<file path="src/hdl/bce_ram.sv">
// Generic single-write, registered-read RAM
`timescale 1ns / 1ps
module bce_ram #(
  parameter int WIDTH = 8,
  parameter int DEPTH = 16
) (
  input  logic                     clk,
  input  logic                     we,
  input  logic [$clog2(DEPTH)-1:0] waddr,
  input  logic [WIDTH-1:0]         wdata,
  input  logic [$clog2(DEPTH)-1:0] raddr,
  output logic [WIDTH-1:0]         rdata
);

  logic [WIDTH-1:0] mem [DEPTH];

  always_ff @(posedge clk) begin
    if (we) begin
      mem[waddr] <= wdata;
    end
    rdata <= mem[raddr];
  end

endmodule

</file>
<file path="config.mk">
export PLATFORM = sky130hd
export DESIGN_NAME = bce_ram
export DESIGN_NICKNAME = d
export VERILOG_FILES = /design/src/hdl/bce_ram.sv
export SDC_FILE = /design/constraint.sdc
export NUM_CORES = 1
export LEC_CHECK = 0
export BUFFER_PORTS_ARGS = -buffer_cell sky130_fd_sc_hd__buf_2
export CAP_MARGIN = 20
export CELL_PAD_IN_SITES_DETAIL_PLACEMENT = 1
export CELL_PAD_IN_SITES_GLOBAL_PLACEMENT = 2
export CORE_MARGIN = 2
export CORE_UTILIZATION = 43
export DETAILED_ROUTE_END_ITERATION = 10
export PLACE_DENSITY_LB_ADDON = 0.05
export SYNTH_ARGS = -nofsm -noshare
export SYNTH_HDL_FRONTEND = slang
export SYNTH_SLANG_ARGS = --single-unit
</file>
<file path="constraint.sdc">
create_clock -name clk -period 1.65 [get_ports clk]
set_input_delay 0.165 -clock clk [delete_from_list [all_inputs] [get_ports clk]]
set_output_delay 0.165 -clock clk [all_outputs]
set_load 0.02 [all_outputs]
</file>
==> metrics.md <==
| Metric | Value |
|---|---|
| HPWL Detailed | `approximately 6800 µm` |
| Synthesized Nets | `~250` |
| Top cell type's share of synthesized area | `74.7%` |
| Worst min path class | `input port to flop` |
| Share of layout cells above drive strength 1 | `28.9%` |
| Design area | `0.00607 mm²` |
| Pwr Total | `~7.4 mW` |
| DRT Wirelength | `approximately 10,000 µm` |
| PnR worst setup slack | `~0.23 ns` |
| P_leak | `2.06 nW` |
| Status | `complete, no violations` |
| Ys flop type | `edfxtp_1` |
| Nets@finish | `303` |
| Largest family of logic cells by synthesized area | `multiplexers` |
| Core area | `0.0116 mm²` |
| 1st-iter DRT viols | `101` |
| Netlist cell types | `19` |
| Max IR drop VDD | `~0.00071 V` |
| Full die area | `0.0129 mm²` |
| Power Density | `approximately 1200 mW/mm²` |
| Sink Count | `136` |
| CP startpoint kind | `flop` |
| IO Count | `26` |
| Post-Synth XOR/XNOR Area | `0%` |
| Crit path buf inv count | `0` |
| Initial Utilization | `44.5%` |
| Max Cap Viol | `0` |
| Number of synthesized flops with an enable pin | `between 100 and 150` |
| Post-Synthesis Cells | `roughly 230` |
| Crit path capture type | `flop` |
| Number of hold-repair buffers added at the cts stage | `0` |
| Most frequent cell after synthesis | `edfxtp_1` |
| Syn-to-layout area delta | `17.9%` |
| Yosys reg bits | `136` |
| Hold WS | `0.140 ns` |
| Register area share after synthesis | `77.8%` |
| Register area | `0.00400 mm²` |
| Num CTS Buffers | `17` |
| Setup TNS | `0 ns` |
| Tot GR Track Use | `17.7%` |
| Synth top area cells | `edfxtp_1 75%, mux4_2 7.9%, mux4_1 7.1%, dfxtp_1 3.1%, a22oi_1 2.3%` |
| Post-synth top cells | `128 x edfxtp_1, 18 x mux4_2, 16 x a22oi_1, 14 x mux4_1, 13 x nor2_1` |
| Synth Area in Simple Gates | `3.18%` |
| GPL Wtd Cong | `0.717` |
| Vias in the first global route | `2,644` |
| Max FO, Critical Path | `1` |
| Die Height | `113 µm` |
| Final Max Slew Viols | `0` |
| # fillers | `approximately 1,000` |
| Detail Route Antenna Nets | `0` |
| Required @ worst endpoint | `between 1.5 and 2 ns` |
| Non-Filler Instances | `441` |
| Synth Area in Compound Gates | `approximately 2.3%` |
| RSZ-0062 raised after global routing | `false` |
| Multi-input logic area | `around 0.0011 mm²` |
| CTS tree | `built` |
| CP cell instances | `mux4_1, a22oi_1, nand2_1` |
| Post-Route Skew | `0.00651 ns` |
| Syn_area_per_cell | `roughly 22 µm²` |
| Worst Path Arrival | `1.71 ns` |
| Mux cell area share after synthesis | `15.0%` |
| Crit-path max cell delay | `0.51 ns` |
| Post-cts resize count | `0` |
| Reg2reg setup slack | `between 0.2 and 0.25 ns` |
| Area leader, netlist | `edfxtp_1` |
| Largest net degree at the start of global routing | `19` |
| Routed vias | `2,396` |
| CP delay by family, top | `multiplexers` |
| Final Hold Vio Count | `0` |
| Clk buf depth | `2` |
| DRC | `0` |
| H-tree level count | `4` |
| Antenna diodes | `0` |
| Slew @ Worst Pin | `0.784 ns` |
| Mapped Area | `approximately 0.0051 mm²` |
| Post-Synth Adder-Cell Area | `0%` |
| Final core occ | `52.5%` |
| Setup WS pre-CTS | `0.00889 ns` |
| # port buffers | `25` |
| First-pass DRT Iterations | `4` |
| Synth warnings | `0` |
| Routed vias/inst | `about 5.4` |
| Clock slew at reported path FFs | `0.05 ns` |
| # Post-CTS Setup Buffers | `0` |
| CTS Root Cell | `clkbuf_16` |
| Setup-failing EPs final | `0` |
| CP max-delay cell | `mux4_1` |
| Inst Count DP | `409` |
| Max Clock Freq | `703 MHz` |
| First-pass GRT wire length | `15,800 µm` |
| Worst skew pair latency | `0.41 ns` |
| WL/cell | `22.9 µm` |
| FP Rows | `39` |
| Slew margin rel. | `47.6%` |
| Initial antenna violation count | `0` |
| DP Area | `0.00559 mm²` |
| Die width | `113 µm` |
| Min cycle time layout | `1.42 ns` |
| Total global routing overflow | `0` |
| Post-synth ARST share | `0%` |
| Fin crit share | `86.2%` |
| Setup CP Type | `flop to flop` |
metal layers:
| layer | share of wire (%) | up-vias | GRT usage, % |
|---|---|---|---|
| li1 | - | 1087 | - |
| met2 | 49 | 53 | 27.6 |
| met1 | 46 | 1241 | 23.7 |
| met3 | 3.9 | 15 | 4.36 |
| met4 | 1.6 | 0 | 8.21 |
| met5 | 0 | - | 0 |
area by class of cell:
class | instances | share of cell area, %
clock inverter | 7 | 0.474
clock buffer | 25 | 7.50
sequential | 136 | 66.0
multi-input combinational | 83 | 17.5
tap | 143 | 2.95
timing repair buffer | 47 | 5.61
final timing paths:
kind / cells past startpoint / endpoint / from
worst max-delay path: 3 / rdata[2] / mem[1][2]
worst min-delay path: 1 / mem[3][3] / wdata[3]
worst max register to register: 3 / rdata[2] / mem[1][2]
worst min register to register: 3 / rdata[2] / mem[14][2]
registers in the layout (all words and copies together), names as in the netlist:
name,flops
rdata,8
mem,128
report_power, final:
| part | switching (mW) | leakage (nW) | internal, mW | total [mW] |
|---|---|---|---|---|
| clock | 1.23 | 0.235 | 1.88 | 3.11 |
| sequential | 0.0200 | 1.22 | 3.87 | 3.89 |
| combinational | 0.229 | 0.606 | 0.166 | 0.395 |
cell families after synthesis:
logic type	after synthesis
compound gates	16
mux	32
buf+inv	10
flops	136
simple gates	35
cells in the final DEF (no fill, tap or decap), types with 2 or more instances in the layout:
master | Yosys | layout
a22oi_1 | 16 | 16
mux4_1 | 14 | 14
clkinv_1 | 0 | 5
dfxtp_1 | 8 | 8
nor3_1 | 4 | 3
mux4_2 | 18 | 18
buf_12 | 0 | 4
nand2_1 | 9 | 9
clkbuf_1 | 0 | 8
nand3b_1 | 2 | 2
edfxtp_1 | 128 | 128
nand2b_1 | 2 | 2
nor2_1 | 13 | 13
buf_4 | 1 | 18
clkbuf_16 | 0 | 17
clkinv_2 | 0 | 2
buf_2 | 3 | 25
worst reg2reg max path, cell delays in order (launching register included):
cell,delay [ns]
edfxtp_1,0.35
mux4_1,0.51
a22oi_1,0.35
nand2_1,0.09
No activity file was read; power rests on OpenSTA's default activity.
