File: src/hdl/bce_pkg.sv
// Package: shared constants, types and the knot helper for the B-spline evaluator
`timescale 1ns / 1ps
package bce_pkg;

  localparam int MAX_POINTS  = 64;
  localparam int MAX_DEGREE  = 5;
  localparam int COORD_WIDTH = 32;
  localparam int AW          = $clog2(MAX_POINTS);
  localparam int ROT         = MAX_DEGREE + 1;     // working register count
  localparam int DW          = 45;                 // holds +-2^43
  localparam int MAW         = DW + 1;             // multiplier operand a
  localparam int MBW         = 21;                 // multiplier operand b
  localparam int PRW         = MAW + MBW;          // product / accumulator
  localparam int NUMW        = PRW;                // divider dividend
  localparam int DENW        = 20;                 // divider divisor
  localparam int QW          = NUMW + 2;           // 2*num + den
  localparam int CNTW        = $clog2(QW + 1);
  localparam int TW          = 23;                 // t = u * spans

  localparam logic [1:0] REG_POINT_COUNT = 2'd0;
  localparam logic [1:0] REG_DEGREE      = 2'd1;

  localparam logic       FUNC_LOAD = 1'b0;
  localparam logic       FUNC_EVAL = 1'b1;

  localparam logic [1:0] STAT_OK  = 2'd0;
  localparam logic [1:0] STAT_BAD = 2'd1;
  localparam logic [1:0] STAT_SAT = 2'd2;

  localparam logic signed [QW-1:0] INNER_LIM = QW'(64'sh0000_0800_0000_0000);
  localparam logic signed [QW-1:0] INNER_NEG = -INNER_LIM;
  localparam logic signed [DW-1:0] OUT_MAX =
    {{(DW - COORD_WIDTH + 1){1'b0}}, {(COORD_WIDTH - 1){1'b1}}};
  localparam logic signed [DW-1:0] OUT_MIN = ~OUT_MAX;

  typedef enum logic [3:0] {
    S_IDLE,
    S_FETCH,
    S_FWAIT,
    S_STEP,
    S_MUL1,
    S_MUL2,
    S_DIVGO,
    S_DIVW,
    S_AXIS,
    S_DONE
  } state_t;

  typedef struct packed {
    logic                   go;
    logic signed [NUMW-1:0] num;
    logic        [DENW-1:0] den;
  } div_req_t;

  typedef struct packed {
    logic                 done;
    logic signed [QW-1:0] quot;
  } div_resp_t;

  // clamped uniform knot in span units: clamp(i - p, 0, spans)
  function automatic logic [6:0] knot_at(input logic [8:0] i, input logic [2:0] p,
                                         input logic [6:0] sp);
    logic [8:0] v;
    begin
      v = i - {6'd0, p};
      if (i < {6'd0, p}) return 7'd0;
      if (v > {2'd0, sp}) return sp;
      return v[6:0];
    end
  endfunction

endpackage

File: src/hdl/bce_div.sv
// Radix-2 restoring divider, round to nearest with halves toward plus infinity
`timescale 1ns / 1ps
module bce_div (
  input  logic               clk,
  input  logic               rst,
  input  bce_pkg::div_req_t  req,
  output bce_pkg::div_resp_t resp
);

  logic                       running;
  logic [bce_pkg::CNTW-1:0]   cnt;
  logic [bce_pkg::QW-1:0]     work;
  logic [bce_pkg::DENW:0]     rem;
  logic [bce_pkg::DENW:0]     dd;
  logic                       neg;
  logic                       done_r;
  logic signed [bce_pkg::QW-1:0] quot_r;

  logic signed [bce_pkg::QW-1:0] nn;
  logic [bce_pkg::QW-1:0]     mag;
  logic [bce_pkg::DENW:0]     dd_in;
  logic [bce_pkg::DENW+1:0]   rem_sh;
  logic                       ge;
  logic [bce_pkg::DENW+1:0]   rem_sub;

  // round(num/den) = floor((2*num + den) / (2*den))
  always_comb begin
    dd_in   = {req.den, 1'b0};
    nn      = {req.num[bce_pkg::NUMW-1], req.num, 1'b0} + bce_pkg::QW'(req.den);
    // floor of a negative dividend: -ceil(|n|/d) = -floor((|n| + d - 1) / d)
    mag     = nn[bce_pkg::QW-1] ? (~nn + bce_pkg::QW'(dd_in)) : nn;
    rem_sh  = {rem, work[bce_pkg::QW-1]};
    ge      = rem_sh >= {1'b0, dd};
    rem_sub = rem_sh - {1'b0, dd};
  end

  always_ff @(posedge clk) begin
    if (rst) begin
      running <= 1'b0;
      done_r  <= 1'b0;
      cnt     <= '0;
    end else begin
      done_r <= 1'b0;
      if (req.go && !running) begin
        running <= 1'b1;
        cnt     <= '0;
      end else if (running) begin
        if (cnt == bce_pkg::CNTW'(bce_pkg::QW - 1)) begin
          running <= 1'b0;
          done_r  <= 1'b1;
        end
        cnt <= cnt + 1'b1;
      end
    end
  end

  always_ff @(posedge clk) begin
    if (req.go && !running) begin
      work <= mag;
      rem  <= '0;
      dd   <= dd_in;
      neg  <= nn[bce_pkg::QW-1];
    end else if (running) begin
      rem  <= ge ? rem_sub[bce_pkg::DENW:0] : rem_sh[bce_pkg::DENW:0];
      work <= {work[bce_pkg::QW-2:0], ge};
    end
    if (running && cnt == bce_pkg::CNTW'(bce_pkg::QW - 1)) begin
      quot_r <= neg ? -$signed({work[bce_pkg::QW-2:0], ge})
                    : $signed({work[bce_pkg::QW-2:0], ge});
    end
  end

  assign resp.done = done_r;
  assign resp.quot = quot_r;

endmodule

File: config.mk
export PLATFORM = sky130hd
export DESIGN_NAME = bce_div
export DESIGN_NICKNAME = d
export VERILOG_FILES = /design/src/hdl/bce_pkg.sv /design/src/hdl/bce_div.sv
export SDC_FILE = /design/constraint.sdc
export NUM_CORES = 1
export LEC_CHECK = 0
export BUFFER_PORTS_ARGS = -buffer_cell sky130_fd_sc_hd__buf_2
export CAP_MARGIN = 20
export CORE_ASPECT_RATIO = 1.4
export CORE_MARGIN = 8
export CORE_UTILIZATION = 50
export CTS_BUF_LIST = sky130_fd_sc_hd__clkbuf_8
export DETAILED_ROUTE_END_ITERATION = 6
export PLACE_DENSITY = 0.67
export RECOVER_POWER = 100
export SYNTH_ARGS = -nofsm -noshare
export SYNTH_HDL_FRONTEND = slang
export SYNTH_SLANG_ARGS = --single-unit
File: constraint.sdc
create_clock -name clk -period 11.7 [get_ports clk]
set_input_delay 0.585 -clock clk [delete_from_list [all_inputs] [get_ports clk]]
set_output_delay 0.585 -clock clk [all_outputs]
set_load 0.01 [all_outputs]
==> results of run 1 <==
## where the power goes
group	internal [W]	leakage [nW]	total, W	switching (W)
Combinational	0.000201	3.69	0.000490	0.000289
Sequential	0.000803	1.77	0.000861	0.0000581
Clock	0.000216	0.221	0.000458	0.000243
Total	0.00122	5.68	0.00181	0.000589
## cell usage after synthesis, drive strengths merged (6+ instances only)
cell | n | share of area (%)
o2111ai | 7 | 0.43
nand3 | 57 | 2.0
o21ai | 149 | 5.2
nand2b | 22 | 0.96
edfxtp | 159 | 33
a211oi | 20 | 1.0
a41oi | 8 | 0.49
nor2 | 100 | 2.6
o21a | 10 | 0.52
nor2b | 10 | 0.44
o41ai | 9 | 0.55
or3 | 32 | 1.5
nor4 | 19 | 0.98
a21boi | 6 | 0.31
xnor2 | 152 | 9.3
o31ai | 30 | 1.7
nand2 | 194 | 5.1
a211o | 6 | 0.37
dfxtp | 30 | 4.2
nand4 | 38 | 1.7
o211ai | 20 | 1.0
a21oi | 76 | 2.7
clkbuf | 52 | 1.4
or4 | 16 | 0.86
or2 | 16 | 0.73
nor3 | 35 | 1.2
buf | 14 | 0.49
a22o | 19 | 1.2
ha | 61 | 5.3
and3 | 19 | 0.83
and2 | 12 | 0.52
mux2i | 9 | 0.63
o211a | 6 | 0.42
inv | 63 | 1.7
a21o | 16 | 0.84
a31oi | 14 | 0.61
xor2 | 45 | 2.8
## worst reg2reg max path, cell delays in order (launching register included)
cell and delay [ps]:
sky130_fd_sc_hd__edfxtp_1 420, sky130_fd_sc_hd__inv_1 70, sky130_fd_sc_hd__ha_1 230, sky130_fd_sc_hd__nor2b_1 130, sky130_fd_sc_hd__o21ai_0 180, sky130_fd_sc_hd__a21boi_0 140
sky130_fd_sc_hd__o21ai_0 380, sky130_fd_sc_hd__a21oi_1 180, sky130_fd_sc_hd__a221o_1 430, sky130_fd_sc_hd__a221oi_1 320, sky130_fd_sc_hd__clkbuf_1 1270, sky130_fd_sc_hd__ha_1 420
sky130_fd_sc_hd__nand4b_1 320, sky130_fd_sc_hd__inv_1 150, sky130_fd_sc_hd__nand2_1 110, sky130_fd_sc_hd__or2_2 330, sky130_fd_sc_hd__nand2b_1 240, sky130_fd_sc_hd__or3_1 410
sky130_fd_sc_hd__or4_1 560, sky130_fd_sc_hd__o31ai_1 310, sky130_fd_sc_hd__xnor2_1 100
## cell families (layout without fill, tap and decap cells)
family | Yosys count | in the layout | share of synthesized area, %
AOI/OAI and AO/OA | 432 | 432 | 19.6
and+or+nand+nor | 590 | 590 | 20.8
adders and majority gates | 65 | 65 | 5.82
buffers and inverters | 129 | 267 | 3.51
xor gates and xnor gates | 197 | 197 | 12.0
muxes | 10 | 10 | 0.708
DFF | 189 | 189 | 37.5
## final cells by class
| class | count | area, um2 |
|---|---|---|
| Multi-Input combinational cell | 1294 | 8430 |
| Sequential cell | 189 | 5380 |
| Clock inverter | 15 | 186 |
| Inverter | 63 | 238 |
| Tap cell | 375 | 469 |
| Clock buffer | 17 | 234 |
| Timing Repair Buffer | 172 | 743 |
| Fill cell | 2679 | 12600 |
## sequential cells by signal, summed over array words and instances, names as in the netlist
register  cells
cnt           7
dd           20
done_r        1
neg           1
quot_r       69
rem          21
running       1
work         69
## layer usage
layer  vias up  track usage (%)  wire [um]  share of wire (%)
met1      5985             30.2      17900                 45
met3        67             3.28       2220                5.6
li1       6234                -          -                  -
met2       442             36.3      18200                 46
met5         -                0          0                  0
met4         0             8.86       1160                2.9
## per-stage QoR
stage	power (W)	hold slack [ps]	cell area, um2	std cells
final	0.00181	283	15700	2125
after detailed placement	0.00136	464	15500	2093
after CTS	0.00181	256	15900	2125
after global placement	0.00135	465	15500	2093
after global routing	0.00191	265	15700	2125
after floorplan	0.00122	437	14300	1612
## path summary, 6_finish.rpt
| path | startpoint | to | slack, ps | cells after the start |
|---|---|---|---|---|
| worst max register to register | dd[2] | quot_r[68] | 4750 | 20 |
| worst min register to register | rem[20] | rem[20] | 500 | 1 |
| worst min-delay path | rst | done_r | 280 | 2 |
| worst max-delay path | dd[2] | quot_r[68] | 4750 | 20 |
==> results.md, run 1 <==
- The die footprint is 0.0344 mm2.
- Leaving out fill and tap cells, the most frequent cells in the layout are sky130_fd_sc_hd__nand2_1 (194), sky130_fd_sc_hd__edfxtp_1 (159), sky130_fd_sc_hd__xnor2_1 (152).
- The worst vdd rail ir drop is approximately 0.082 mV.
- For this configuration, the core starts out at a cell density of 50.6%.
- The number of antenna violations at the first check in global routing came to 0.
- After technology mapping, the gate count stands at 1612.
- The number of synthesized flops with an enable pin is approximately 160.
- After synthesis the netlist holds a flip-flop and latch count of 189.
- Setup repair after global routing left no endpoint under its margin.
- The post-detailed-routing wire length is 39.5 mm.
- The wire length per cell after detailed routing is 18.6 um.
- The commonest register cell after synthesis is sky130_fd_sc_hd__edfxtp_1.
- The net count of the finished layout is roughly 1900.
- The commonest non-fill, non-tap cell in the layout is sky130_fd_sc_hd__nand2_1.
- The final reports fail on capacitance limit, slew limit.
- The share of synthesized registers carrying an async set or reset is 0%.
- Walking the worst path, the cells encountered are inv_1 > ha_1 > nor2b_1 > o21ai_0 > a21boi_0 > o21ai_0 > a21oi_1 > a221o_1 > a221oi_1 > clkbuf_1 > ha_1 > nand4b_1 > inv_1 > nand2_1 > or2_2 > nand2b_1 > or3_1 > or4_1 > o31ai_1 > xnor2_1.
- The run finished, with violations left.
- The number of rows created at floorplan is 73.
- The number of hold-repair buffers added at the cts stage is 0.
- The slew at the pin closest to its max-slew limit is 3960 ps.
- The cell leakage power is 5.68 nW.
- The clock passes through at most 2 buffers.
- Cells with a size suffix above 1 make up roughly 7.5% of the layout.
- The global-route usage over all layers is 22.6%.
- At the end of the flow the core is filled with cells to 55.4%.
- The final setup violation count is 0.
- At the worst endpoint, the required time is 11930 ps.
- The mean area per synthesized cell is between 8 and 9 um2.
- The register clock-pin slew on the reported worst setup and hold paths is 100 ps.
- The clock network latency to the later pin of the worst-skew pair is 490 ps.
- The worst setup path is of the reg -> reg kind.
- Gates resized during post-CTS repair numbered 0.
- For this design the ratio of total power to cell area is 115 mW/mm2.
- The total area inside the core boundary comes to 0.0283 mm2.
- Between clock sinks in the finished design, the worst skew comes to about 15 ps.
- The total of warnings raised by yosys is 0.
- The synthesis-to-finish area growth is 9.44%.
- The pre-antenna-repair detailed-routing pass consisted of 5 iterations.
- The CTS H-tree depth is 4.
- The final global-route overflow total is 0.
- The post-synthesis instance area is 0.0143 mm2.
- The DRC violation count after routing is 0.
- The repair_antennas step left the layout with diodes totalling 0.
- Detailed routing inserted a total of 12700 vias.
- The remaining antenna violation count is 0.
- The number of port buffers is 159.
- The count of final max-slew check failures was 484.
- The I/O pin total is 160.
- The count of maximum capacitance violations is 9.
- After routing, the total negative slack on setup checks comes to 0 ps.
- TritonCTS built the clock tree.
- The setup slack after placement is 5650 ps.
- The endpoint type of the worst setup path is a flop.
- The endpoint arrival time on the critical path is 7180 ps.
- The HPWL after detailed placement is 31.0 mm.
- After synthesis, the netlist uses 84 different library cells.
- The slowest stage of the critical path belongs to the cell sky130_fd_sc_hd__clkbuf_1.
- On the worst path, the slowest cell contributes a delay of 1270 ps.
- The total count of hold-check failures in the final report is 0.
- The die extent in x is 159 um.
- The ratio of final minimum period to clock period is between 50% and 60%.
- The post-synth net total is 1766.
- The setup slack of the critical path after layout is about 4800 ps.
- For this run, the top clock speed supported by timing is 0.144 GHz.
- The detailed router finished its first iteration with 1068 violations.
- The number of global-route vias before repair was 12100.
- The combined buffer and inverter count along the critical path is 3.
- The number of setup buffers added after CTS is 0.
- The cell sitting at the root of the clock tree is a sky130_fd_sc_hd__clkbuf_8.
- After synthesis, flip-flops and latches occupy 37.5% of the total area.
- The worst setup path is launched from a flop.
- The clock drives approximately 190 sinks.
- Routability-driven placement finished with a final weighted congestion of 0.968.
- The vertical die dimension is 216 um.
- The first global-routing pass estimated 63.6 mm of wire.
- The type of the tightest min-delay check is in -> reg.
- The maximum net fanout on the critical path is 44.
- The worst pin sits at a relative slew slack of -164%.
- The TritonCTS buffer count is 17.
- The worst path in the final design needs a cycle of 6950 ps, including I/O delays and setup.
- The maximum number of pins on one net before global-route repair is 82.
- On the critical path the largest part of the delay comes from simple AND/OR/NAND/NOR gates.
- Using the TritonRoute via totals, the vias-per-cell ratio works out to 5.99.
Note: power is estimated with default switching activity, not from simulation.
==> run 2, diff against run 1 <==
--- a/config.mk
+++ b/config.mk
@@ -12,7 +12,7 @@
 export CORE_UTILIZATION = 50
 export CTS_BUF_LIST = sky130_fd_sc_hd__clkbuf_8
 export DETAILED_ROUTE_END_ITERATION = 6
-export PLACE_DENSITY = 0.67
+export PLACE_DENSITY = 0.7
 export RECOVER_POWER = 100
 export SYNTH_ARGS = -nofsm -noshare
 export SYNTH_HDL_FRONTEND = slang
==> constraint.sdc (replaced) <==
create_clock -name clk -period 6.24 [get_ports clk]
set_input_delay 0.312 -clock clk [delete_from_list [all_inputs] [get_ports clk]]
set_output_delay 0.312 -clock clk [all_outputs]
set_load 0.01 [all_outputs]
==> run 2 against run 1 <==
  * Worst hold slack worse by 190 ps
  * Largest power group unchanged
  * The flow still finishes with violations (capacitance limit, slew limit)
  * Non-clock buffer count up 5
  * Critical path depth down 1
  * Total power up 88%
  * Clock skew about the same
  * Critical path type is now in -> reg
  * Highest routed layer unchanged
  * Sequential cell count unchanged
==> results.md, run 2 (synthesis gave the netlist of run 1 again) <==
- The number of port buffers came to 159 (unchanged).
- The die extent in x was 159 um (unchanged).
- The maximum buffer depth of the clock tree is 2 (unchanged).
- The library cell used most frequently in the layout, excluding fill and tap cells, is sky130_fd_sc_hd__nand2_1.
- The I/O pin total was 160 (unchanged).
- The number of rows created at floorplan is 73 (unchanged).
- The count of maximum capacitance violations is 6 (-3).
- The setup slack after placement was 649 ps (-5000 ps).
- The remaining antenna violation count is 0 (unchanged).
- Setup repair after global routing left no endpoint under its margin.
- The post-detailed-routing wire length came to 39.7 mm (+0.61%).
- The average vias per placed instance is 5.99 (about the same).
- The endpoint arrival time on the critical path is 5880 ps (-1300 ps).
- The count of final max-slew check failures is 261 (-46%).
- The final global-route overflow total is 0 (unchanged).
- The total number of vias was 12800 (+0.31%).
- In the layout the commonest cells are sky130_fd_sc_hd__nand2_1 (194), sky130_fd_sc_hd__edfxtp_1 (159), sky130_fd_sc_hd__xnor2_1 (152).
- The clock root buffer is sky130_fd_sc_hd__clkbuf_8.
- The setup total negative slack is 0 ps (unchanged).
- The final setup violation count is 0 (unchanged).
- The detailed placement HPWL is 31.3 mm (+0.77%).
- The highest clock frequency the design can meet is 0.175 GHz.
- The number of clock sinks is 189 (unchanged).
- The worst vdd rail ir drop was 0.151 mV (+84%).
- The slew at the pin closest to its max-slew limit is 1770 ps (-2190 ps).
- The global-route usage over all layers came to 22.6% (about the same).
- The maximum net fanout on the critical path is 14 (-68%).
- The clock network latency to the later pin of the worst-skew pair is 490 ps (about the same).
- The worst hold-check slack is 96.9 ps (-186 ps).
- The end-of-flow core utilization came to 55.5% (+0.12 points).
- The total count of hold-check failures in the final report is 0 (unchanged).
- The wire length per cell after detailed routing is 18.6 um (+0.37%).
- The worst slew margin relative to its limit is -17.9% (+150 points).
- The area of the core is 0.0283 mm2 (unchanged).
- The initial core utilization is 50.6% (unchanged).
- The register clock-pin slew on the reported worst setup and hold paths is 110 ps (about the same).
- The worst setup path is captured at a flop.
- The number of iterations in the first detailed-routing pass is 6 (+1).
- The vertical die dimension is 216 um (unchanged).
- The minimum clock period after layout is 5700 ps.
- The sum of internal, switching and leakage power is 0.00340 W (+88%).
- Compared with the post-synthesis result, the final layout area differs by 9.68%.
- The critical path required time is 6420 ps (-5510 ps).
- The cell leakage power is 5.68 nW (+0.12%).
- The global placer's final weighted congestion is 0.978 (+1.1%).
- The DRC violation count after routing was 0 (unchanged).
- The number of global-route vias before repair is 12200 (+1.3%).
- The maximum number of pins on one net before global-route repair is 86 (+4.9%).
- The count of inserted antenna diode cells is 0 (unchanged).
- STA classifies the critical path startpoint as a primary input.
- The setup slack of the critical path after layout is 540 ps (-4210 ps).
- The die footprint is 0.0344 mm2 (unchanged).
- The setup skew after layout is 15.0 ps (+0.0755 ps).
- The proportion of layout cells with a drive suffix above 1 is 7.75% (+0.26 points).
- In the final layout, the registers with the most flip-flops are quot_r x69, work x69, rem x21.
- The CTS H-tree depth is 4 (unchanged).
- By startpoint and endpoint, the worst setup path is classified as in -> reg.
- The reg2reg setup slack is 600 ps (-4150 ps).
- The power density relative to cell area is 216 mW/mm2 (+88%).
- The number of nets in the layout is 1896 (+0.26%).
- The global-route wire length before repair is 64.2 mm (+0.96%).
- Of the available clock period, the critical path in the final layout requires 91.3%.
- The type of the tightest min-delay check is in -> reg.
- The flow ran to the end, but the final reports show violations.
- TritonCTS built the clock tree.
- The final reports fail on capacitance limit, slew limit.
- The number of antenna violations at the first check in global routing is 0 (unchanged).
- The violation count after the first detailed-route iteration came to 981 (-8.1%).
- The TritonCTS buffer count is 17 (unchanged).
run 2: changes by cell type in the layout (fill, tap and decap cells not counted), sizes merged:
| cell | change |
|---|---|
| buf | +4 |
| clkinvlp | +2 |
| dlygate4sd3 | +2 |
| bufinv | -1 |
| clkbuf | -1 |
| clkinv | -1 |
run 2: final timing paths:
| kind | startpoint | cells past startpoint | endpoint |
|---|---|---|---|
| worst max-delay path | req[6] | 19 | work[39] |
| worst min-delay path | req[3] | 1 | dd[4] |
| worst max register to register | dd[2] | 19 | quot_r[62] |
| worst min register to register | rem[20] | 1 | rem[20] |
run 2: cell type report:
type,instances,area (um2)
fill,2696,12600
multi-input combinational,1294,8410
sequential,189,5380
timing repair buffer,177,793
tap,375,469
inverter,63,238
clock buffer,17,234
clock inverter,15,196
run 2: timing repair:
action,in CTS,in global routing
setup endpoints to repair,0,0
setup buffers,0,0
resized for setup,0,0
hold buffers,2,0
hold endpoints to repair,3,0
run 2: report_power, final:
group	switching (W)	leakage, nW	internal, W
logic	0.000547	3.71	0.000378
registers	0.000110	1.77	0.00150
clock network	0.000485	0.211	0.000378
run 2: critical path, cell delays in order:
cell,delay (ps)
sky130_fd_sc_hd__dlygate4sd3_1,550
sky130_fd_sc_hd__clkbuf_1,130
sky130_fd_sc_hd__ha_1,380
sky130_fd_sc_hd__a21o_1,210
sky130_fd_sc_hd__or3_1,330
sky130_fd_sc_hd__o21ai_1,300
sky130_fd_sc_hd__nand3_1,490
sky130_fd_sc_hd__a211o_1,440
sky130_fd_sc_hd__xnor2_1,160
sky130_fd_sc_hd__ha_1,420
sky130_fd_sc_hd__nand2_1,110
sky130_fd_sc_hd__or3_1,350
sky130_fd_sc_hd__a21boi_0,250
sky130_fd_sc_hd__o2111ai_1,310
sky130_fd_sc_hd__nor4_4,320
sky130_fd_sc_hd__clkbuf_1,340
sky130_fd_sc_hd__a21oi_1,140
sky130_fd_sc_hd__xnor2_1,260
sky130_fd_sc_hd__o21ai_0,100
run 2: through the flow:
stage | area [um2] | cells
after floorplan | 14300 | 1612
after global placement | 15500 | 2096
after detailed placement | 15500 | 2096
after CTS | 15900 | 2130
after global routing | 15700 | 2130
final | 15700 | 2130
run 2: metal layers:
layer / global-route usage [%] / share of wire (%) / up-vias
met5: 0 / 0 / -
met4: 8.13 / 2.6 / 0
met3: 3.17 / 5.9 / 64
met2: 37.0 / 47 / 497
met1: 30.0 / 45 / 5968
li1: - / - / 6239
==> run 3, diff against run 2 <==
--- a/config.mk
+++ b/config.mk
@@ -9,10 +9,10 @@
 export CAP_MARGIN = 20
 export CORE_ASPECT_RATIO = 1.4
 export CORE_MARGIN = 8
-export CORE_UTILIZATION = 50
+export CORE_UTILIZATION = 35
 export CTS_BUF_LIST = sky130_fd_sc_hd__clkbuf_8
 export DETAILED_ROUTE_END_ITERATION = 6
-export PLACE_DENSITY = 0.7
+export PLACE_DENSITY = 0.51
 export RECOVER_POWER = 100
 export SYNTH_ARGS = -nofsm -noshare
 export SYNTH_HDL_FRONTEND = slang
==> run 3 against run 2 <==
  * The flow still finishes with violations (capacitance limit, slew limit)
  * Sequential power about the same
  * Combinational power increased by 1%
  * Clock power decreased by 8.3%
  * Worst hold slack improved by 24 ps
  * Clock skew decreased by 5.1 ps
  * Via count decreased by 1.6%
  * Core utilization decreased by 16 points
  * Count of clock-buffer cells in the layout unchanged
  * Critical path type is now reg -> reg
==> results.md, run 3 (synthesis gave the netlist of run 1 again) <==
- The global-route usage over all layers is 18.1% (-4.5 points).
- The CTS tree is yes.
- The setup skew after layout is 9.90 ps (-5.11 ps).
- The remaining antenna violation count was 0 (unchanged).
- The endpoint arrival time on the critical path came to 6060 ps (+180 ps).
- The number of clock sinks is 189 (unchanged).
- The worst slew margin relative to its limit is -72.0% (-54 points).
- The number of setup buffers added after CTS was 0 (unchanged).
- The flow ran to the end, but the final reports show violations.
- The reg-to-reg startpoint is dd[2].
- The minimum clock period after layout came to 5800 ps (+98.0 ps).
- The number of port buffers came to 159 (unchanged).
- The DRC violation count after routing came to 0 (unchanged).
- The largest incremental delay on the critical path came to 1350 ps (+800 ps).
- The slowest stage of the critical path is the sky130_fd_sc_hd__clkbuf_1 cell.
- The power density relative to cell area is 210 mW/mm2 (-2.8%).
- The number of hold-repair buffers added at the cts stage is 4 (+2).
- The clock root buffer is sky130_fd_sc_hd__clkbuf_8.
- The worst hold-check slack is 121 ps (+23.9 ps).
- The slew at the pin closest to its max-slew limit is 2580 ps (+811 ps).
- The maximum net fanout on the critical path was 43 (+29).
- In the layout the commonest cells are sky130_fd_sc_hd__nand2_1 (194), sky130_fd_sc_hd__edfxtp_1 (159), sky130_fd_sc_hd__xnor2_1 (152).
- The violation count after the first detailed-route iteration was 750 (-24%).
- The TritonCTS buffer count came to 17 (unchanged).
- The first element of the critical path is dd[2].
- The number of rows created at floorplan is 87 (+19%).
- The number of nets in the layout came to 1902 (+0.32%).
- The final setup violation count is 0 (unchanged).
- The maximum number of pins on one net before global-route repair is 72 (-16%).
- The final global-route overflow total came to 0 (unchanged).
- The final reports fail on capacitance limit, slew limit.
- The global-route wire length before repair was 69.7 mm (+8.6%).
- The vertical die dimension came to 255 um (+18%).
- The worst vdd rail ir drop is 0.106 mV (-30%).
- The count of final max-slew check failures is 294 (+13%).
- The detailed placement HPWL is 35.5 mm (+13%).
- The ratio of final minimum period to clock period is 92.9% (+1.6 points).
- The largest registers in the layout are quot_r x69, work x69, rem x21.
- Relative to the synthesized area, the layout overhead comes to 11.0%.
- The total number of vias is 12600 (-1.6%).
- The register clock-pin slew on the reported worst setup and hold paths is 100 ps (about the same).
- The highest clock frequency the design can meet is 0.172 GHz (-1.7%).
- The setup total negative slack is 0 ps (unchanged).
- The post-detailed-routing wire length is 44.3 mm (+12%).
- The die footprint was 0.0478 mm2 (+39%).
- The initial core utilization came to 35.5% (-15 points).
- The category of the most critical setup path is reg -> reg.
- The cell leakage power came to 5.69 nW (about the same).
- The wire length per cell after detailed routing is 19.3 um (+3.6%).
- The count of instances resized after the clock tree is built is 0 (unchanged).
- The number of iterations in the first detailed-routing pass is 7 (+1).
- The most numerous cell type found on the critical path is sky130_fd_sc_hd__o21ai_0.
- The maximum buffer depth of the clock tree came to 2 (unchanged).
- The clock network latency to the later pin of the worst-skew pair was 500 ps (about the same).
- The commonest non-fill, non-tap cell in the layout is sky130_fd_sc_hd__nand2_1.
- The CTS H-tree depth is 4 (unchanged).
- The I/O pin total is 160 (unchanged).
- The area of the core is 0.0404 mm2 (+43%).
- The global placer's final weighted congestion was 0.888 (-9.2%).
- The signal on the critical path passes through inv_1 > ha_1 > nor2b_1 > o21ai_0 > a21boi_0 > o21ai_0 > a21oi_1 > a221o_1 > a221oi_1 > clkbuf_1 > nand4_1 > or4_1 > o21ai_0 > xnor2_1.
- The count of maximum capacitance violations is 6 (unchanged).
- The proportion of layout cells with a drive suffix above 1 is 7.50% (-0.25 points).
- The endpoint type of the worst setup path is a flop.
- The type of the tightest min-delay check is in -> reg.
- The average vias per placed instance is 5.48 (-8.7%).
- In this run the most critical hold path is launched from req[7].
- Setup repair after global routing left no endpoint under its margin.
- The die extent in x is 187 um (+18%).
- The startpoint kind of the worst setup timing path is a flop.
- The total count of hold-check failures in the final report is 0 (unchanged).
- The critical path required time is 6500 ps (+80 ps).
- The number of global-route vias before repair is 12300 (+0.40%).
- The number of antenna violations at the first check in global routing is 1 (+1).
[run 3: changes by cell type in the layout (fill, tap and decap cells not counted), moves of 3 or more]
cell                       change
sky130_fd_sc_hd__clkbuf_1      +3
sky130_fd_sc_hd__inv_6         -3
sky130_fd_sc_hd__inv_1         +4
sky130_fd_sc_hd__inv_8         -4
[run 3: worst paths after layout]
kind | end | slack, ps | cells after the start
max | quot_r[63] | 440 | 14
min | dd[8] | 120 | 1
max reg2reg | quot_r[63] | 440 | 14
min reg2reg | cnt[6] | 500 | 2
[run 3: final cells by class]
cell class / count / area [um2]
timing repair buffer: 183 / 835
multi-input combinational: 1294 / 8420
tap: 534 / 668
clock inverter: 14 / 130
fill: 4237 / 24500
inverter: 63 / 236
sequential: 189 / 5380
clock buffer: 17 / 234
antenna: 1 / 2.50
[run 3: through the flow]
| stage | total power (W) | setup slack (ps) | cells | cell area (um2) | util [%] |
|---|---|---|---|---|---|
| 4_1_cts | 0.00338 | 665 | 2294 | 16100 | 40.0 |
| 3_5_place_dp | 0.00258 | 654 | 2259 | 15700 | 39.0 |
| 6_report | 0.00334 | 442 | 2295 | 15900 | 39.4 |
| 3_3_place_gp | 0.00257 | 702 | 2259 | 15700 | 39.0 |
| 5_1_grt | 0.00354 | 73.4 | 2295 | 15900 | 39.4 |
| 2_1_floorplan | 0.00229 | 1070 | 1612 | 14300 | - |
[run 3: routing by layer]
metal,wire length [um],share of wire [%],GRT usage (%)
met1,20800,47,23.9
met4,832,1.9,5.22
met3,1630,3.7,2.77
met5,0,0,0
met2,21100,48,30.2
[run 3: report_power, final]
group | switching (W) | internal, W
sequential | 0.000114 | 0.00150
clock | 0.000445 | 0.000346
combinational | 0.000555 | 0.000381
total | 0.00111 | 0.00223
[run 3: worst max-delay path, delay by kind of cell, from the launching register on]
| family | cells | cell delay (ps) |
|---|---|---|
| buffers and inverters | 2 | 1430 |
| adders and majority gates | 1 | 230 |
| xor gates and xnor gates | 1 | 90 |
| AOI/OAI and AO/OA | 7 | 1900 |
| DFF | 1 | 430 |
| and+or+nand+nor | 3 | 1440 |
